**src/sv/osd_pkg.sv**
```systemverilog
// shared types and constants of the obstacle steering decider
// no dependencies
package osd_pkg;

  typedef enum logic [3:0] {
    ST_STOP         = 4'd0,
    ST_REVERSE      = 4'd1,
    ST_FULL_LEFT    = 4'd2,
    ST_FULL_RIGHT   = 4'd3,
    ST_MID_LEFT     = 4'd4,
    ST_MID_RIGHT    = 4'd5,
    ST_SLIGHT_LEFT  = 4'd6,
    ST_SLIGHT_RIGHT = 4'd7,
    ST_STRAIGHT     = 4'd8
  } steer_state_t;

  typedef enum logic [2:0] {
    REQ_SAMPLE = 3'd0,
    REQ_GEO    = 3'd1,
    REQ_PAUSE  = 3'd2,
    REQ_RESUME = 3'd3,
    REQ_TICK   = 3'd4
  } req_t;

  localparam logic DIR_FWD = 1'b0;
  localparam logic DIR_REV = 1'b1;

  localparam logic [1:0] SPEED_HALT  = 2'd0;
  localparam logic [1:0] SPEED_ESTOP = 2'd1;
  localparam logic [1:0] SPEED_CRAWL = 2'd2;

  localparam logic [2:0] STEER_CENTER     = 3'd0;
  localparam logic [2:0] STEER_SOFT_LEFT  = 3'd1;
  localparam logic [2:0] STEER_SOFT_RIGHT = 3'd2;
  localparam logic [2:0] STEER_HALF_LEFT  = 3'd3;
  localparam logic [2:0] STEER_HALF_RIGHT = 3'd4;
  localparam logic [2:0] STEER_HARD_LEFT  = 3'd5;
  localparam logic [2:0] STEER_HARD_RIGHT = 3'd6;

  localparam logic [2:0] ZONE_NONE  = 3'd0;
  localparam logic [2:0] ZONE_ONE   = 3'd1;
  localparam logic [2:0] ZONE_TWO   = 3'd2;
  localparam logic [2:0] ZONE_THREE = 3'd3;
  localparam logic [2:0] ZONE_FOUR  = 3'd4;

  localparam logic [2:0] CFG_ZONE_BASE   = 3'd0;
  localparam logic [2:0] CFG_ZONE_ONE    = 3'd1;
  localparam logic [2:0] CFG_ZONE_TWO    = 3'd2;
  localparam logic [2:0] CFG_ZONE_THREE  = 3'd3;
  localparam logic [2:0] CFG_ZONE_FOUR   = 3'd4;
  localparam logic [2:0] CFG_BACK_NEAR   = 3'd5;
  localparam logic [2:0] CFG_ARRIVE_DIST = 3'd6;

  localparam logic [7:0]  RST_ZONE_BASE   = 8'd0;
  localparam logic [7:0]  RST_ZONE_ONE    = 8'd20;
  localparam logic [7:0]  RST_ZONE_TWO    = 8'd40;
  localparam logic [7:0]  RST_ZONE_THREE  = 8'd60;
  localparam logic [7:0]  RST_ZONE_FOUR   = 8'd255;
  localparam logic [7:0]  RST_BACK_NEAR   = 8'd20;
  localparam logic [15:0] RST_ARRIVE_DIST = 16'd30;

  // heading bands used on a clear path
  localparam logic signed [7:0] HEAD_NEAR = 8'sd6;
  localparam logic signed [7:0] HEAD_FAR  = 8'sd10;

  // heading error fold
  localparam logic signed [9:0] GEO_FOLD = 10'sd10;
  localparam logic signed [9:0] GEO_WRAP = 10'sd20;

  typedef struct packed {
    logic [7:0]  zone_base;
    logic [7:0]  zone_one_limit;
    logic [7:0]  zone_two_limit;
    logic [7:0]  zone_three_limit;
    logic [7:0]  zone_four_limit;
    logic [7:0]  back_near_limit;
    logic [15:0] arrive_distance;
  } osd_cfg_t;

  typedef struct packed {
    logic [2:0]  req_type;
    logic [7:0]  left_dist;
    logic [7:0]  middle_dist;
    logic [7:0]  right_dist;
    logic [7:0]  back_dist;
    logic        geo_ok;
    logic [7:0]  compass_angle;
    logic [7:0]  bearing_angle;
    logic [15:0] dest_distance;
  } osd_item_t;

  typedef struct packed {
    logic       drive_dir;
    logic [1:0] drive_speed;
    logic [2:0] steer;
    logic [3:0] steer_state;
  } osd_result_t;

endpackage

```
**src/sv/osd_quant.sv**
```systemverilog
// distance to zone quantizer for one front sensor
// depends on osd_pkg
module osd_quant (
  input  logic [7:0]     meas,
  input  osd_pkg::osd_cfg_t cfg,
  input  logic [2:0]     old_zone,
  output logic [2:0]     zone
);

  logic [8:0] meas_p1;
  logic       in_one;
  logic       in_two;
  logic       in_three;
  logic       in_four;

  // lower bound of zones two to four is one below the previous limit
  assign meas_p1  = {1'b0, meas} + 9'd1;
  assign in_one   = (meas >= cfg.zone_base) && (meas <= cfg.zone_one_limit);
  assign in_two   = (meas_p1 >= {1'b0, cfg.zone_one_limit}) && (meas <= cfg.zone_two_limit);
  assign in_three = (meas_p1 >= {1'b0, cfg.zone_two_limit}) && (meas <= cfg.zone_three_limit);
  assign in_four  = (meas_p1 >= {1'b0, cfg.zone_three_limit}) && (meas <= cfg.zone_four_limit);

  always_comb begin
    priority if (in_one) begin
      zone = osd_pkg::ZONE_ONE;
    end else if (in_two) begin
      zone = osd_pkg::ZONE_TWO;
    end else if (in_three) begin
      zone = osd_pkg::ZONE_THREE;
    end else if (in_four) begin
      zone = osd_pkg::ZONE_FOUR;
    end else begin
      zone = old_zone;
    end
  end

endmodule

```
**src/sv/osd_cfg_regs.sv**
```systemverilog
// configuration register file of the obstacle steering decider
// depends on osd_pkg
module osd_cfg_regs (
  input  logic              clk,
  input  logic              rst_n,
  input  logic              cfg_we,
  input  logic [2:0]        cfg_index,
  input  logic [15:0]       cfg_wdata,
  output osd_pkg::osd_cfg_t cfg
);

  osd_pkg::osd_cfg_t cfg_r;
  osd_pkg::osd_cfg_t cfg_nxt;

  always_comb begin
    cfg_nxt = cfg_r;
    if (cfg_we) begin
      unique case (cfg_index)
        osd_pkg::CFG_ZONE_BASE:   cfg_nxt.zone_base        = cfg_wdata[7:0];
        osd_pkg::CFG_ZONE_ONE:    cfg_nxt.zone_one_limit   = cfg_wdata[7:0];
        osd_pkg::CFG_ZONE_TWO:    cfg_nxt.zone_two_limit   = cfg_wdata[7:0];
        osd_pkg::CFG_ZONE_THREE:  cfg_nxt.zone_three_limit = cfg_wdata[7:0];
        osd_pkg::CFG_ZONE_FOUR:   cfg_nxt.zone_four_limit  = cfg_wdata[7:0];
        osd_pkg::CFG_BACK_NEAR:   cfg_nxt.back_near_limit  = cfg_wdata[7:0];
        osd_pkg::CFG_ARRIVE_DIST: cfg_nxt.arrive_distance  = cfg_wdata;
        default:                  cfg_nxt = cfg_r;
      endcase
    end
  end

  always_ff @(posedge clk) begin
    if (!rst_n) begin
      cfg_r.zone_base        <= osd_pkg::RST_ZONE_BASE;
      cfg_r.zone_one_limit   <= osd_pkg::RST_ZONE_ONE;
      cfg_r.zone_two_limit   <= osd_pkg::RST_ZONE_TWO;
      cfg_r.zone_three_limit <= osd_pkg::RST_ZONE_THREE;
      cfg_r.zone_four_limit  <= osd_pkg::RST_ZONE_FOUR;
      cfg_r.back_near_limit  <= osd_pkg::RST_BACK_NEAR;
      cfg_r.arrive_distance  <= osd_pkg::RST_ARRIVE_DIST;
    end else begin
      cfg_r <= cfg_nxt;
    end
  end

  assign cfg = cfg_r;

endmodule

```
**src/sv/osd_decide.sv**
```systemverilog
// steering state, heading and gating registers with the decision chain
// depends on osd_pkg and osd_quant
module osd_decide (
  input  logic                 clk,
  input  logic                 rst_n,
  input  logic                 proc_en,
  input  osd_pkg::osd_item_t   item,
  input  osd_pkg::osd_cfg_t    cfg,
  output logic                 res_valid,
  output osd_pkg::osd_result_t res
);

  logic [2:0]            left_zone_r,  left_zone_nxt;
  logic [2:0]            middle_zone_r, middle_zone_nxt;
  logic [2:0]            right_zone_r, right_zone_nxt;
  osd_pkg::steer_state_t cur_state_r,  cur_state_nxt;
  osd_pkg::steer_state_t prev_state_r, prev_state_nxt;
  logic [7:0]            head_err_r,   head_err_nxt;
  logic                  arrived_r,    arrived_nxt;
  logic                  rev_left_r,   rev_left_nxt;
  logic                  paused_r,     paused_nxt;
  logic                  fix_valid_r,  fix_valid_nxt;

  logic [2:0]            lz_q, mz_q, rz_q;
  logic                  back_near;
  logic                  front_block;
  logic signed [7:0]     head;
  logic signed [9:0]     ang_diff;
  logic signed [9:0]     head_fold;
  osd_pkg::steer_state_t pick;
  logic                  pick_rev_left;

  osd_quant u_quant_left (
    .meas(item.left_dist), .cfg(cfg), .old_zone(left_zone_r), .zone(lz_q)
  );
  osd_quant u_quant_middle (
    .meas(item.middle_dist), .cfg(cfg), .old_zone(middle_zone_r), .zone(mz_q)
  );
  osd_quant u_quant_right (
    .meas(item.right_dist), .cfg(cfg), .old_zone(right_zone_r), .zone(rz_q)
  );

  assign back_near   = item.back_dist <= cfg.back_near_limit;
  assign front_block = (mz_q == osd_pkg::ZONE_ONE) ||
                       ((lz_q == osd_pkg::ZONE_ONE) && (rz_q == osd_pkg::ZONE_ONE));
  assign head        = $signed(head_err_r);

  // steering priority chain on the fresh zones
  always_comb begin
    pick          = cur_state_r;
    pick_rev_left = rev_left_r;
    priority if (((prev_state_r == osd_pkg::ST_REVERSE) ||
                  (prev_state_r == osd_pkg::ST_STOP)) && back_near) begin
      pick = osd_pkg::ST_STOP;
    end else if (front_block && back_near) begin
      pick = osd_pkg::ST_STOP;
    end else if (front_block) begin
      pick_rev_left = !((lz_q > osd_pkg::ZONE_ONE) && (rz_q == osd_pkg::ZONE_ONE));
      pick          = osd_pkg::ST_REVERSE;
    end else if (lz_q == osd_pkg::ZONE_ONE) begin
      pick = osd_pkg::ST_FULL_RIGHT;
    end else if (rz_q == osd_pkg::ZONE_ONE) begin
      pick = osd_pkg::ST_FULL_LEFT;
    end else if ((mz_q == osd_pkg::ZONE_TWO) && (lz_q > rz_q)) begin
      pick = osd_pkg::ST_MID_LEFT;
    end else if (mz_q == osd_pkg::ZONE_TWO) begin
      pick = osd_pkg::ST_MID_RIGHT;
    end else if ((mz_q == osd_pkg::ZONE_THREE) && (lz_q >= osd_pkg::ZONE_TWO) &&
                 (lz_q < osd_pkg::ZONE_FOUR) && (mz_q <= rz_q)) begin
      pick = osd_pkg::ST_SLIGHT_RIGHT;
    end else if ((mz_q == osd_pkg::ZONE_THREE) && (rz_q >= osd_pkg::ZONE_TWO) &&
                 (rz_q < osd_pkg::ZONE_FOUR) && (mz_q < lz_q)) begin
      pick = osd_pkg::ST_SLIGHT_LEFT;
    end else if (mz_q == osd_pkg::ZONE_FOUR) begin
      // clear path, steer on heading error
      priority if ((head < 8'sd0) && (head >= -osd_pkg::HEAD_NEAR)) begin
        pick = osd_pkg::ST_MID_RIGHT;
      end else if ((head < 8'sd0) && (head >= -osd_pkg::HEAD_FAR)) begin
        pick          = osd_pkg::ST_REVERSE;
        pick_rev_left = 1'b1;
      end else if ((head > 8'sd0) && (head <= osd_pkg::HEAD_NEAR)) begin
        pick = osd_pkg::ST_MID_LEFT;
      end else if ((head > 8'sd0) && (head <= osd_pkg::HEAD_FAR)) begin
        pick          = osd_pkg::ST_REVERSE;
        pick_rev_left = 1'b0;
      end else if (head == 8'sd0) begin
        pick = osd_pkg::ST_STRAIGHT;
      end else begin
        pick = cur_state_r;
      end
    end else begin
      pick = osd_pkg::ST_STRAIGHT;
    end
  end

  // wrapped heading error
  assign ang_diff = {{2{item.compass_angle[7]}}, item.compass_angle} -
                    {{2{item.bearing_angle[7]}}, item.bearing_angle};

  always_comb begin
    priority if (ang_diff <= -osd_pkg::GEO_FOLD) begin
      head_fold = ang_diff + osd_pkg::GEO_WRAP;
    end else if (ang_diff >= osd_pkg::GEO_FOLD) begin
      head_fold = osd_pkg::GEO_WRAP - ang_diff;
    end else begin
      head_fold = ang_diff;
    end
  end

  always_comb begin
    left_zone_nxt   = left_zone_r;
    middle_zone_nxt = middle_zone_r;
    right_zone_nxt  = right_zone_r;
    cur_state_nxt   = cur_state_r;
    prev_state_nxt  = prev_state_r;
    head_err_nxt    = head_err_r;
    arrived_nxt     = arrived_r;
    rev_left_nxt    = rev_left_r;
    paused_nxt      = paused_r;
    fix_valid_nxt   = fix_valid_r;
    if (proc_en) begin
      unique case (item.req_type)
        osd_pkg::REQ_SAMPLE: begin
          if (arrived_r) begin
            cur_state_nxt = osd_pkg::ST_STOP;
          end else begin
            left_zone_nxt   = lz_q;
            middle_zone_nxt = mz_q;
            right_zone_nxt  = rz_q;
            cur_state_nxt   = pick;
            prev_state_nxt  = pick;
            rev_left_nxt    = pick_rev_left;
          end
        end
        osd_pkg::REQ_GEO: begin
          fix_valid_nxt = item.geo_ok;
          head_err_nxt  = item.geo_ok ? head_fold[7:0] : 8'd0;
          arrived_nxt   = item.dest_distance <= cfg.arrive_distance;
        end
        osd_pkg::REQ_PAUSE:  paused_nxt = 1'b1;
        osd_pkg::REQ_RESUME: paused_nxt = 1'b0;
        default: ;
      endcase
    end
  end

  always_ff @(posedge clk) begin
    if (!rst_n) begin
      left_zone_r   <= osd_pkg::ZONE_NONE;
      middle_zone_r <= osd_pkg::ZONE_NONE;
      right_zone_r  <= osd_pkg::ZONE_NONE;
      cur_state_r   <= osd_pkg::ST_STOP;
      prev_state_r  <= osd_pkg::ST_STOP;
      head_err_r    <= 8'd0;
      arrived_r     <= 1'b0;
      rev_left_r    <= 1'b0;
      paused_r      <= 1'b1;
      fix_valid_r   <= 1'b0;
    end else begin
      left_zone_r   <= left_zone_nxt;
      middle_zone_r <= middle_zone_nxt;
      right_zone_r  <= right_zone_nxt;
      cur_state_r   <= cur_state_nxt;
      prev_state_r  <= prev_state_nxt;
      head_err_r    <= head_err_nxt;
      arrived_r     <= arrived_nxt;
      rev_left_r    <= rev_left_nxt;
      paused_r      <= paused_nxt;
      fix_valid_r   <= fix_valid_nxt;
    end
  end

  // motor command for a tick
  assign res_valid = proc_en && (item.req_type == osd_pkg::REQ_TICK);

  always_comb begin
    res.drive_dir   = osd_pkg::DIR_FWD;
    res.drive_speed = osd_pkg::SPEED_HALT;
    res.steer       = osd_pkg::STEER_CENTER;
    res.steer_state = cur_state_r;
    if (fix_valid_r && !paused_r) begin
      res.drive_speed = osd_pkg::SPEED_CRAWL;
      unique case (cur_state_r)
        osd_pkg::ST_STOP: begin
          res.drive_dir   = osd_pkg::DIR_REV;
          res.drive_speed = osd_pkg::SPEED_ESTOP;
        end
        osd_pkg::ST_REVERSE: begin
          res.drive_dir = osd_pkg::DIR_REV;
          res.steer     = rev_left_r ? osd_pkg::STEER_HALF_LEFT : osd_pkg::STEER_HALF_RIGHT;
        end
        osd_pkg::ST_FULL_LEFT:    res.steer = osd_pkg::STEER_HARD_LEFT;
        osd_pkg::ST_FULL_RIGHT:   res.steer = osd_pkg::STEER_HARD_RIGHT;
        osd_pkg::ST_MID_LEFT:     res.steer = osd_pkg::STEER_HALF_LEFT;
        osd_pkg::ST_MID_RIGHT:    res.steer = osd_pkg::STEER_HALF_RIGHT;
        osd_pkg::ST_SLIGHT_LEFT:  res.steer = osd_pkg::STEER_SOFT_LEFT;
        osd_pkg::ST_SLIGHT_RIGHT: res.steer = osd_pkg::STEER_SOFT_RIGHT;
        osd_pkg::ST_STRAIGHT:     res.steer = osd_pkg::STEER_CENTER;
        default:                  res.drive_speed = osd_pkg::SPEED_HALT;
      endcase
    end
  end

endmodule

```
**src/sv/obstacle_steering_decider.sv**
```systemverilog
// obstacle steering decider: input register, decision logic and result register
// depends on osd_pkg, osd_cfg_regs and osd_decide
//
// usage:
//   in_*  : one event per transfer, selected by in_req_type (sensor sample,
//           geo update, pause, resume, command tick); codes five to seven
//           are dropped without effect
//   out_* : one motor command per command tick, no transfer for other events
//   cfg_* : register write when cfg_we is high; write only while idle
// latency: a tick accepted at edge n shows its command on out_* after edge
//   n + 1 (input register at edge n, result register at edge n + 1)
// throughput: one event per cycle, set by the single decision pass between
//   the input register and the result register
// stall: while out_ready is low the result register holds; the input
//   register still takes one more event, then in_ready drops
// reset: zones cleared, steering state stop, block paused, no geo fix,
//   registers at their default values, both channels empty
module obstacle_steering_decider (
  input  logic              clk,
  input  logic              rst_n,
  input  logic              in_valid,
  output logic              in_ready,
  input  logic [2:0]        in_req_type,
  input  logic [7:0]        in_left_dist,
  input  logic [7:0]        in_middle_dist,
  input  logic [7:0]        in_right_dist,
  input  logic [7:0]        in_back_dist,
  input  logic              in_geo_ok,
  input  logic signed [7:0] in_compass_angle,
  input  logic signed [7:0] in_bearing_angle,
  input  logic [15:0]       in_dest_distance,
  output logic              out_valid,
  input  logic              out_ready,
  output logic              out_drive_dir,
  output logic [1:0]        out_drive_speed,
  output logic [2:0]        out_steer,
  output logic [3:0]        out_steer_state,
  input  logic              cfg_we,
  input  logic [2:0]        cfg_index,
  input  logic [15:0]       cfg_wdata
);

  osd_pkg::osd_cfg_t    cfg;
  osd_pkg::osd_item_t   item_r;
  osd_pkg::osd_result_t res;
  osd_pkg::osd_result_t out_res_r;
  logic                 item_valid_r, item_valid_nxt;
  logic                 out_valid_r,  out_valid_nxt;
  logic                 out_free;
  logic                 proc_en;
  logic                 in_xfer;
  logic                 res_valid;

  assign out_free = !out_valid_r || out_ready;
  assign proc_en  = item_valid_r && out_free;
  assign in_ready = !item_valid_r || out_free;
  assign in_xfer  = in_valid && in_ready;

  osd_cfg_regs u_cfg (
    .clk(clk), .rst_n(rst_n), .cfg_we(cfg_we), .cfg_index(cfg_index),
    .cfg_wdata(cfg_wdata), .cfg(cfg)
  );

  osd_decide u_decide (
    .clk(clk), .rst_n(rst_n), .proc_en(proc_en), .item(item_r), .cfg(cfg),
    .res_valid(res_valid), .res(res)
  );

  always_comb begin
    item_valid_nxt = item_valid_r;
    if (in_xfer) begin
      item_valid_nxt = 1'b1;
    end else if (proc_en) begin
      item_valid_nxt = 1'b0;
    end
    out_valid_nxt = out_free ? res_valid : out_valid_r;
  end

  always_ff @(posedge clk) begin
    if (!rst_n) begin
      item_valid_r <= 1'b0;
      out_valid_r  <= 1'b0;
    end else begin
      item_valid_r <= item_valid_nxt;
      out_valid_r  <= out_valid_nxt;
    end
  end

  // payload registers
  always_ff @(posedge clk) begin
    if (in_xfer) begin
      item_r.req_type      <= in_req_type;
      item_r.left_dist     <= in_left_dist;
      item_r.middle_dist   <= in_middle_dist;
      item_r.right_dist    <= in_right_dist;
      item_r.back_dist     <= in_back_dist;
      item_r.geo_ok        <= in_geo_ok;
      item_r.compass_angle <= in_compass_angle;
      item_r.bearing_angle <= in_bearing_angle;
      item_r.dest_distance <= in_dest_distance;
    end
    if (out_free && res_valid) begin
      out_res_r <= res;
    end
  end

  assign out_valid       = out_valid_r;
  assign out_drive_dir   = out_res_r.drive_dir;
  assign out_drive_speed = out_res_r.drive_speed;
  assign out_steer       = out_res_r.steer;
  assign out_steer_state = out_res_r.steer_state;

endmodule

```
**config.mk**
```make
export PLATFORM = sky130hd
export DESIGN_NAME = obstacle_steering_decider
export DESIGN_NICKNAME = d
export VERILOG_FILES = /design/src/sv/osd_pkg.sv /design/src/sv/osd_quant.sv /design/src/sv/osd_cfg_regs.sv /design/src/sv/osd_decide.sv /design/src/sv/obstacle_steering_decider.sv
export SDC_FILE = /design/constraint.sdc
export NUM_CORES = 1
export LEC_CHECK = 0
export ABC_CLOCK_PERIOD_IN_PS = 10500
export BUFFER_PORTS_ARGS = -buffer_cell sky130_fd_sc_hd__buf_4
export CAP_MARGIN = 20
export CORE_MARGIN = 1
export CORE_UTILIZATION = 45
export DETAILED_ROUTE_END_ITERATION = 10
export GPL_TIMING_DRIVEN = 0
export HOLD_SLACK_MARGIN = 0.08
export PLACE_DENSITY = 0.61
export SYNTH_ARGS = -nofsm -noshare
export SYNTH_HDL_FRONTEND = slang
export SYNTH_SLANG_ARGS = --single-unit
```
**constraint.sdc**
```tcl
create_clock -name clk -period 10.5 [get_ports clk]
set_input_delay 3.15 -clock clk [delete_from_list [all_inputs] [get_ports clk]]
set_output_delay 3.15 -clock clk [all_outputs]
set_load 0.01 [all_outputs]
```
Word level (Yosys, flattened, before mapping)

Cells that the tools add are included.

Word-level logic and storage cells: 229
Flip-flop bits (word level): 173

Equal/unequal tests: 33
Reductions and logical operators: 63
$lt $le $gt $ge: 42
Muxes and demuxes: 50
Bitwise gates (word level): 3
Add/subtract/negate cells: 6

Operators with widths:

| cell                                                                   | number |
|---|---|
| 8-bit <= comparator                                                    | 13 |
| 9-bit by 8-bit >= comparator with 1-bit output                         | 9 |
| 4-bit two-way mux                                                      | 16 |
| 3-bit two-way mux                                                      | 13 |
| 1-bit logical AND                                                      | 32 |
| 8-bit by 1-bit adder with 9-bit output (second input constant)         | 3 |
| 8-bit >= comparator                                                    | 3 |
| 8-bit two-way mux                                                      | 3 |
| 3-bit case mux with 7 select lines                                     | 1 |
| 2-bit AND reduction                                                    | 10 |
| 3-bit by 2-bit equality test with 1-bit output (second input constant) | 6 |
| 4-bit by 3-bit equality test with 1-bit output (second input constant) | 4 |
| 16-bit <= comparator                                                   | 1 |
| 3-bit by 1-bit equality test with 1-bit output (second input constant) | 5 |
| 3-bit equality test (second input constant)                            | 5 |
| 1-bit two-way mux                                                      | 15 |
| 15-bit AND reduction                                                   | 1 |
| 2-bit by 1-bit != test with 1-bit output (second input constant)       | 7 |
| 9-bit by 5-bit >= comparator with 1-bit output (second input constant) | 1 |
| 9-bit by 5-bit <= comparator with 1-bit output (second input constant) | 1 |
| 8-bit by 8-bit subtractor with 9-bit output                            | 1 |
| 8-bit by 6-bit adder with 8-bit output (second input constant)         | 1 |
| 4-bit by 1-bit equality test with 1-bit output (second input constant) | 2 |
| 4-bit by 2-bit equality test with 1-bit output (second input constant) | 2 |
| other kinds (28)                                                       | 42 |

Logic depth before layout (Yosys ltp)

Gate-level depths: netlist (run 1).

Word-level depth: 21
Gate-level depth with buffers: 20
Gate-level depth less buffers: 20

By module

Synthesis (run 1) repeated with hierarchy kept, for this count alone.

Cells, all modules: 1386
Area, all modules: 12941.2 µm²

Modules (own cells, without submodules):

| module                               | cells each | area an instance (µm²) | seq. area each (µm²) | times used |
|---|---|---|---|---|
| osd_decide                           | 406        | 3074.2                 | 560.5                | 1 |
| osd_cfg_regs                         | 244        | 2502.4                 | 1281.2               | 1 |
| obstacle_steering_decider            | 88         | 2442.3                 | 2382.3               | 1 |
| osd_quant at u_decide.u_quant_middle | 217        | 1677.9                 | 0.0                  | 1 |
| osd_quant at u_decide.u_quant_left   | 217        | 1627.8                 | 0.0                  | 1 |
| osd_quant at u_decide.u_quant_right  | 214        | 1616.6                 | 0.0                  | 1 |

Least setup slack after synthesis (run 1)

Ideal clock, no wire load.

Path kind: input -> output
Start point: in out_ready
End point: out in_ready
Data required time: 7.350 ns
Cell stages on the path: 2
Data arrival time: 3.507 ns
Slack: 3.843 ns
Cell sequence: nor2b_1 > nand2_1

Cells in the longest elaborated chain, start to end: 2

Ends and longest elaborated chain:

| element          | line                            | source |
|---|---|---|
| start, declared  | obstacle_steering_decider.sv:33 | `input logic out_ready,` |
| 1-bit logical OR | obstacle_steering_decider.sv:54 | `assign out_free = !out_valid_r \|\| out_ready;` |
| 1-bit logical OR | obstacle_steering_decider.sv:56 | `assign in_ready = !item_valid_r \|\| out_free;` |
| end, declared    | obstacle_steering_decider.sv:22 | `output logic in_ready,` |

No other way between the ends.

Worst setup path after layout (run 1)

Ends and elaborated chain as after synthesis.

==> results_dict.tcl, run 1 <==
set metrics [dict create \
    overflow 0 \
    worst_slack_ns 3.49 \
    synth.area.top_cells "ha_1, edfxtp_1, dfxtp_1, a21oi_1, nand2_1" \
    num_vias 10200 \
    relSlewSlack 0.314 \
    power_frac_seq 0.432 \
    p_per_area_nw_per_um2 123 \
    hold_buffers 0 \
    setup_viol 0 \
    cap_violations 0 \
    p_clk_frac 0.368 \
    cp_max_fo 5 \
    path_class "input port to primary output" \
    maxSlewViolCount 0 \
    gp_congestion 0.868 \
    dp_hpwl_um 24500 \
    clockBufferDepth 2 \
    clock_latency_ns 0.44 \
    yosys.area_share.simple 0.160 \
    dr.pass1.iters 5 \
    cts_tree "built" \
    cp.required_ns 7.35 \
    die_x_um 167 \
    viasPerCell 5.64 \
    core-area_um2 26900 \
    synthXorXnorAreaFrac 0.0214 \
    cts_root_buf "clkbuf_16" \
    hp-start "u_decide.cur_state_r[1]$_SDFFE_PN0P_" \
    netlist_instances 1333 \
    area_growth_pct 14.8 \
    ir_worst_vdd_mv 0.0842 \
    async_flop_share 0 \
    p_leak_nw 5.83 \
    switchingPower_uw 538 \
    syn_area_um2 12300 \
    num_io_pins 104 \
    tightest_slew_ns 1.02 \
    grt_max_degree 36 \
    numPortBuffers 100 \
    min_period_ns 7.01 \
    dp.cells 1775 \
    grt_pass1_vias 9630 \
    die_h_um 167 \
    internal_power_mw 1.20 \
    cts_inserted_buffers 17 \
    synth_nets 1664 \
    clock.fmax_ghz 0.143 \
    hold_violations 0 \
    grt_pass1_wl_um 51500 \
    critPathArrivalTime_ns 3.86 \
    final_cells 1807 \
    cts_setup_buffers 0 \
    finClkSkew_ns 0.0186 \
    cts_resized 0 \
    startpoint "out_ready" \
    drt.antenna.violating_nets 0 \
    synth_fa_ha_area_frac 0.244 \
    htree_levels 4 \
    seqCellArea_um2 4220 \
    yosys_warnings 0 \
    nFillCells 2517 \
    nets 1784 \
    dpl_worst_slack_ns 3.51 \
    drc 0 \
    yosysSeqAreaShare 0.344 \
    run_status "finished, final reports clean" \
    rows 60 \
    layout_commonest_cell "ha_1" \
    synth_mux_area_frac 0.00163 \
    ys_ff_latch 172 \
    r2r_start "item_r[43]$_DFFE_PP_" \
    crit_path_end_kind "primary output" \
    cts_sinks 172 \
    drt-initial-drc-count 604 \
    start_kind "input port" \
    switching_share 0.309 \
    multi_input_area_um2 7590 \
    antenna_found_initial 0 \
    final.period_utilization 0.668 \
    drive_gt1_frac 0.104 \
    avgRoutedWirePerCell_um 18.0 \
    synth_edf_count 78 \
    drt-total-wl_um 32500 \
    initial_core_util 0.457 \
    synth_top_family_by_area "adder cells" \
    ys.flop_type "dfxtp_1" \
    clk_pin_slew_ns 0.07 \
    tns_ns 0 \
    yosysTopAreaCellShare 0.243 \
    worstHoldPathType "register to register" \
    synth_top_area_cell "ha_1" \
    fp.dieArea_um2 27900 \
    grt_usage 0.238 \
    yosysUniqueCellTypes 72 \
    power_frac_comb 0.200 \
    rsz0062_at_grt "no" \
    n_antenna_cell 0 \
    final_cell_mix "ha_1, nand2_1, a21oi_1" \
    synth_compound_area_frac 0.191 \
    avgSynthCellArea_um2 9.21 \
]
[cell usage after synthesis, drive strengths merged (9+ instances only)]
| master | n |
|---|---|
| o211ai | 42 |
| ha | 238 |
| o21ai | 42 |
| inv | 97 |
| nor2b | 25 |
| xnor2 | 20 |
| and3 | 10 |
| a21oi | 144 |
| nor3 | 16 |
| o21a | 23 |
| nand3 | 34 |
| o22ai | 9 |
| nand4 | 33 |
| clkbuf | 24 |
| a21o | 22 |
| xor2 | 10 |
| dfxtp | 94 |
| nand2b | 22 |
| edfxtp | 78 |
| a211oi | 17 |
| nor2 | 63 |
| nand2 | 168 |
[through the flow]
stage	util	instance area (um2)	power [mW]	hold WS (ns)
floorplan	-	12300	0.998	0.406
global placement	0.500	13400	1.10	0.416
detailed placement	0.501	13500	1.11	0.419
CTS	0.524	14100	1.75	0.430
global route	0.524	14100	1.83	0.455
finish	0.524	14100	1.74	0.431
[state kept, by name, indices dropped and copies added, names as in the netlist, 2 cells and up]
name and count:
u_decide.cur_state_r 4, u_cfg.cfg 64, u_decide.left_zone_r 3, out_steer 3
out_drive_speed 2, u_decide.head 8, item_r 68, u_decide.prev_state_r 3
u_decide.middle_zone_r 3, u_decide.right_zone_r 3, out_steer_state 4
[worst paths after layout]
path | end | slack (ns) | cells past startpoint
worst min register to register | out_steer_state[1]$_DFFE_PP_ | 0.43 | 0
worst min-delay path | out_steer_state[1]$_DFFE_PP_ | 0.43 | 0
worst max register to register | u_decide.cur_state_r[1]$_SDFFE_PN0P_ | 5.58 | 20
worst max-delay path | in_ready | 3.49 | 4
[power groups by stage]
stage | clock [mW] | combinational (mW) | sequential, mW
after detailed placement | 0 | 0.343 | 0.766
after CTS | 0.655 | 0.346 | 0.751
after floorplan | 0 | 0.243 | 0.755
after global placement | 0 | 0.333 | 0.767
after global routing | 0.682 | 0.393 | 0.753
final | 0.640 | 0.347 | 0.751
[per-layer routing]
metal | vias up | track usage | part of all wire | wire length, um
met5 | - | 0 | 0 | 0
met4 | 0 | 0.0893 | 0.030 | 974
met3 | 57 | 0.0281 | 0.036 | 1160
met2 | 242 | 0.398 | 0.46 | 15000
met1 | 4703 | 0.315 | 0.47 | 15400
li1 | 5183 | - | - | -
[critical path, cell delays in order]
cell	delay (ns)
buf_4	0.11
nor2b_1	0.31
nand2_1	0.14
buf_4	0.16
[kinds of logic (layout without fill, tap and decap cells)]
| group | after synthesis | after routing |
|---|---|---|
| simple gates | 408 | 408 |
| mux | 2 | 2 |
| compound gates | 360 | 360 |
| fa+ha+maj | 239 | 239 |
| buf+inv | 122 | 255 |
| flops | 172 | 172 |
| xor+xnor | 30 | 30 |
[area by class of cell]
cell class,instances,share of cell area
Multi-Input combinational cell,1039,0.539
Sequential cell,172,0.300
Timing Repair Buffer,101,0.0547
Tap cell,341,0.0303
Clock buffer,17,0.0302
Inverter,97,0.0258
Clock inverter,15,0.0137
Buffer,25,0.00666
Note: power is estimated with default switching activity, not from simulation.
==> run 2: changes to the inputs <==
--- a/config.mk
+++ b/config.mk
@@ -5,7 +5,8 @@
 export SDC_FILE = /design/constraint.sdc
 export NUM_CORES = 1
 export LEC_CHECK = 0
-export ABC_CLOCK_PERIOD_IN_PS = 10500
+export ABC_AREA = 1
+export ABC_CLOCK_PERIOD_IN_PS = 6100
 export BUFFER_PORTS_ARGS = -buffer_cell sky130_fd_sc_hd__buf_4
 export CAP_MARGIN = 20
 export CORE_MARGIN = 1
@@ -13,7 +14,7 @@
 export DETAILED_ROUTE_END_ITERATION = 10
 export GPL_TIMING_DRIVEN = 0
 export HOLD_SLACK_MARGIN = 0.08
-export PLACE_DENSITY = 0.61
+export PLACE_DENSITY = 0.63
 export SYNTH_ARGS = -nofsm -noshare
 export SYNTH_HDL_FRONTEND = slang
 export SYNTH_SLANG_ARGS = --single-unit
==> constraint.sdc (replaced) <==
create_clock -name clk -period 6.1 [get_ports clk]
set_input_delay 1.83 -clock clk [delete_from_list [all_inputs] [get_ports clk]]
set_output_delay 1.83 -clock clk [all_outputs]
set_load 0.01 [all_outputs]
==> results_dict.tcl, run 2 <==
set metrics [dict create \
    run_status "finished, final reports clean" \
    layout_commonest_cell "nand2_1" \
    tns_ns 0 \
    yosysSeqAreaShare 0.333 \
    overflow 0 \
    tightest_slew_ns 0.942 \
    synth_mux_area_frac 0 \
    synth_top_family_by_area "adder cells" \
    finClkSkew_ns 0.0164 \
    maxSlewViolCount 0 \
    clockBufferDepth 2 \
    grt_pass1_wl_um 54000 \
    synth_nets 1875 \
    synth_fa_ha_area_frac 0.237 \
    cts_inserted_buffers 17 \
    start_kind "input port" \
    ys_ff_latch 172 \
    gp_congestion 0.908 \
    nets 1999 \
    final.period_utilization 0.682 \
    cts_root_buf "clkbuf_16" \
    die_h_um 170 \
    synth_top_area_cell "ha_1" \
    drt.antenna.violating_nets 0 \
    cts_resized 0 \
    synthTopCellsByCount "nand2_1, ha_1, inv_1" \
    p_leak_nw 6.72 \
    p_per_area_nw_per_um2 212 \
    viasPerCell 5.36 \
    cap_violations 0 \
    synth_edf_count 78 \
    avgRoutedWirePerCell_um 16.6 \
    cp.required_ns 4.27 \
    die_x_um 170 \
    min_period_ns 4.16 \
    grt_max_degree 69 \
    yosys_warnings 0 \
    path_class "input port to primary output" \
    grt_pass1_vias 10400 \
    grt_usage 0.246 \
    num_io_pins 104 \
    critPathArrivalTime_ns 2.33 \
    synth_compound_area_frac 0.150 \
    synthXorXnorAreaFrac 0.0138 \
    setup_viol 0 \
    yosys.area_share.simple 0.198 \
    crit_path_end_kind "primary output" \
    fp.dieArea_um2 28800 \
    worstHoldPathType "register to register" \
    area_growth_pct 14.5 \
    synth_most_common_cell "nand2_1" \
    fin_util 0.523 \
    clock_latency_ns 0.45 \
    synth.area.top_cells "ha_1, edfxtp_1, dfxtp_1, nand2_1, a21oi_1" \
    relSlewSlack 0.364 \
    yosysUniqueCellTypes 48 \
    antenna_found_initial 0 \
    nFillCells 2603 \
    dpl_worst_slack_ns 1.94 \
    hold_violations 0 \
    yosysTopAreaCellShare 0.235 \
    top_register "item_r" \
    clock.fmax_ghz 0.240 \
    async_flop_share 0 \
    hold_buffers 0 \
    drive_gt1_frac 0.110 \
    worst_slack_ns 1.94 \
    avgSynthCellArea_um2 8.21 \
    htree_levels 4 \
    dr.pass1.iters 6 \
    largest_reg_flops 68 \
    cp_max_fo 3 \
    cts_sinks 172 \
    cts_tree "built" \
    ys.flop_type "dfxtp_1" \
    dp_hpwl_um 25500 \
    syn_area_um2 12700 \
    drt-initial-drc-count 624 \
    rows 61 \
    rsz0062_at_grt "no" \
    core-area_um2 27700 \
    num_vias 11000 \
    n_antenna_cell 0 \
    cts_setup_buffers 0 \
    ir_worst_vdd_mv 0.246 \
    final_cell_mix "nand2_1, ha_1, inv_1" \
    drc 0 \
    clk_pin_slew_ns 0.07 \
    numPortBuffers 103 \
    drt-total-wl_um 34200 \
    netlist_instances 1544 \
    initial_core_util 0.457 \
]
[run 2: cell count changes after synthesis, moves of 29 or more]
cell,change
a21oi_1,+34
inv_1,+105
nand2_1,+97
nand3_1,+29
nor2_1,+42
o21ai_0,+44
[run 2: logic make-up (layout without fill, tap and decap cells)]
logic type | count (synthesis) | after routing
AO/OA/AOI/OAI | 343 | 343
XOR/XNOR | 20 | 20
adder cells (fa/ha/maj) | 239 | 239
buffers and inverters | 228 | 365
flip-flops | 172 | 172
AND/OR/NAND/NOR | 542 | 542
[run 2: metal layers]
layer  track usage  vias to the layer above  share of wire
met4        0.0932                        0          0.028
li1              -                     5585              -
met3        0.0422                       54          0.064
met1         0.332                     5107           0.47
met5             0                        -              0
met2         0.391                      298           0.44
[run 2: layout make-up]
cell class	instances	area, um2	share of cell area
timing repair buffer	105	786	0.0542
inverter	208	783	0.0540
multi-input combinational	1144	7590	0.523
clock buffer	18	450	0.0311
buffer	20	77.6	0.00535
sequential	172	4220	0.291
tap	378	473	0.0326
clock inverter	14	121	0.00837
[run 2: power breakdown]
| group | switching (mW) | total, mW | internal (mW) |
|---|---|---|---|
| combinational | 0.425 | 0.696 | 0.272 |
| sequential | 0.0473 | 1.30 | 1.25 |
| clock | 0.522 | 1.08 | 0.561 |
[run 2: through the flow]
stage	instance area, um2	instances	hold slack (ns)	power [mW]
detailed placement	13900	2026	0.418	2.01
global route	14500	2059	0.452	3.25
finish	14500	2059	0.439	3.08
CTS	14500	2058	0.435	3.09
global placement	13900	2025	0.411	1.99
floorplan	12700	1544	0.406	1.80
[run 2: final timing paths]
check	start	end	slack, ns	cells after the start
setup / recovery	out_ready	in_ready	1.94	6
hold / removal	u_decide.cur_state_r[1]$_SDFFE_PN0P_	out_steer_state[1]$_DFFE_PP_	0.44	0
setup reg to reg	item_r[58]$_DFFE_PP_	u_decide.cur_state_r[0]$_SDFFE_PN0P_	1.97	28
hold reg to reg	u_decide.cur_state_r[1]$_SDFFE_PN0P_	out_steer_state[1]$_DFFE_PP_	0.44	0
[run 2: critical path: stages]
cell	delay (ns)
buf_4	0.11
inv_1	0.04
nand2_1	0.06
inv_1	0.07
nand2_1	0.08
buf_4	0.15
==> run 3: changes to the inputs <==
--- a/config.mk
+++ b/config.mk
@@ -6,7 +6,7 @@
 export NUM_CORES = 1
 export LEC_CHECK = 0
 export ABC_AREA = 1
-export ABC_CLOCK_PERIOD_IN_PS = 6100
+export ABC_CLOCK_PERIOD_IN_PS = 3910
 export BUFFER_PORTS_ARGS = -buffer_cell sky130_fd_sc_hd__buf_4
 export CAP_MARGIN = 20
 export CORE_MARGIN = 1
@@ -14,7 +14,7 @@
 export DETAILED_ROUTE_END_ITERATION = 10
 export GPL_TIMING_DRIVEN = 0
 export HOLD_SLACK_MARGIN = 0.08
-export PLACE_DENSITY = 0.63
+export PLACE_DENSITY = 0.61
 export SYNTH_ARGS = -nofsm -noshare
 export SYNTH_HDL_FRONTEND = slang
 export SYNTH_SLANG_ARGS = --single-unit
==> constraint.sdc (replaced) <==
create_clock -name clk -period 3.91 [get_ports clk]
set_input_delay 1.173 -clock clk [delete_from_list [all_inputs] [get_ports clk]]
set_output_delay 1.173 -clock clk [all_outputs]
set_load 0.01 [all_outputs]
==> results_dict.tcl, run 3 (same netlist as run 2, synthesis figures left out) <==
set metrics [dict create \
    dr.pass1.iters 6 \
    final_cell_mix "nand2_1, ha_1, inv_1" \
    num_vias 11200 \
    nFillCells 2583 \
    setup_viol 0 \
    cts_tree "built" \
    dpl_cell_area_um2 13900 \
    grt_pass1_vias 10500 \
    largest_reg_flops 68 \
    rows 61 \
    gp_congestion 0.901 \
    avgRoutedWirePerCell_um 16.8 \
    cap_violations 0 \
    fp.dieArea_um2 28800 \
    path_class "register to register" \
    clock.fmax_ghz 0.272 \
    core-area_um2 27700 \
    grt_pass1_wl_um 54800 \
    overflow 0 \
    finClkSkew_ns 0.0127 \
    drc 0 \
    area_growth_pct 17.9 \
    min_period_ns 3.67 \
    die_x_um 170 \
    drt-total-wl_um 35300 \
    die_h_um 170 \
    fin_util 0.539 \
    cpLargestDelayFamily "simple AND/OR/NAND/NOR gates" \
    cp_max_fo 5 \
    numPortBuffers 103 \
    p_leak_nw 6.92 \
    critPathArrivalTime_ns 3.98 \
    viasPerCell 5.32 \
    ir_worst_vdd_mv 0.392 \
    worst_path_largest_cell_delay_ns 0.49 \
    worstHoldPathType "register to register" \
    grt_max_degree 69 \
    cts_sinks 172 \
    p_per_area_nw_per_um2 327 \
    path_buf_inv 3 \
    power_mw 4.89 \
    cts_root_buf "clkbuf_16" \
    layout_commonest_cell "nand2_1" \
    num_io_pins 104 \
    relSlewSlack 0.385 \
    drt-initial-drc-count 784 \
    dp_hpwl_um 25500 \
    initial_core_util 0.457 \
    top_register "item_r" \
    cts_inserted_buffers 17 \
    clk_pin_slew_ns 0.07 \
    drive_gt1_frac 0.145 \
    start_kind "register" \
    run_status "finished, final reports clean" \
    maxSlewViolCount 0 \
    hold_buffers 0 \
    critPathMostFrequentCell "nand2_1" \
    clockBufferDepth 2 \
    clock_latency_ns 0.44 \
    antenna_found_initial 0 \
    n_antenna_cell 0 \
    postLayoutCellArea_um2 14900 \
    cp.required_ns 4.22 \
    drt.antenna.violating_nets 0 \
    htree_levels 4 \
    grt_usage 0.250 \
    crit_path_end_kind "register" \
    hold_violations 0 \
    final.period_utilization 0.939 \
    nets 2037 \
    slowest_stage "edfxtp_1" \
    tightest_slew_ns 0.922 \
]
## run 3: worst paths after layout
kind,start,end,slack (ns),depth (start not counted)
worst max-delay path,item_r[58]$_DFFE_PP_,u_decide.cur_state_r[0]$_SDFFE_PN0P_,0.24,25
worst min-delay path,u_decide.cur_state_r[1]$_SDFFE_PN0P_,out_steer_state[1]$_DFFE_PP_,0.43,0
worst max register to register,item_r[58]$_DFFE_PP_,u_decide.cur_state_r[0]$_SDFFE_PN0P_,0.24,25
worst min register to register,u_decide.cur_state_r[1]$_SDFFE_PN0P_,out_steer_state[1]$_DFFE_PP_,0.43,0
## run 3: layout make-up
cell class                      instances  area [um2]  share of cell area
Sequential cell                       172        4220               0.283
Clock inverter                         13         116             0.00779
Buffer                                 20        77.6             0.00520
Tap cell                              378         473              0.0317
Timing Repair Buffer                  143        1070              0.0720
Multi-Input combinational cell       1144        7710               0.516
Clock buffer                           19         475              0.0318
Inverter                              208         783              0.0525
## run 3: metrics by stage
step	worst slack (ns)	TNS [ns]	instances	hold WS [ns]
floorplan	0.621	0	1544	0.406
CTS	0.0203	0	2069	0.430
finish	0.237	0	2097	0.428
global route	-0.0550	-0.190	2097	0.446
global placement	-0.172	-8.30	2025	0.412
detailed placement	-0.185	-0.991	2026	0.414
## run 3: what timing repair did
item	in CTS	in global routing
hold endpoints to repair	0	0
pin swaps	0	8
buffers inserted	11	27
endpoints found under the setup margin	7	8
resized for setup	1	29
## run 3: per-layer routing
layer	vias up	routed length (um)	part of all wire	global-route usage
met2	293	15500	0.44	0.395
met1	5134	16700	0.47	0.337
li1	5678	-	-	-
met4	0	1080	0.031	0.0987
met5	-	0	0	0
met3	61	2000	0.057	0.0429
## run 3: worst reg2reg max path: stages (launching register included)
cell	delay [ns]
edfxtp_1	0.49
ha_2	0.25
nand2_2	0.08
nor2_4	0.19
xor2_2	0.23
buf_4	0.16
ha_1	0.25
a21oi_1	0.13
o21a_1	0.13
nor2_1	0.04
nor2_1	0.11
nand3_2	0.10
nand2_2	0.14
nand3_1	0.14
nand2_2	0.14
inv_1	0.07
ha_1	0.29
nand2_1	0.05
o21ai_0	0.14
nand3_1	0.09
nand2_1	0.07
inv_1	0.04
nand2_1	0.06
nand2_1	0.05
nand2_1	0.05
a21oi_1	0.06
## run 3: where the power goes
group          switching (mW)  internal [mW]  total [mW]
registers              0.0526           1.95        2.01
logic                   0.713          0.459        1.17
clock network           0.795          0.914        1.71
total                    1.56           3.33        4.89
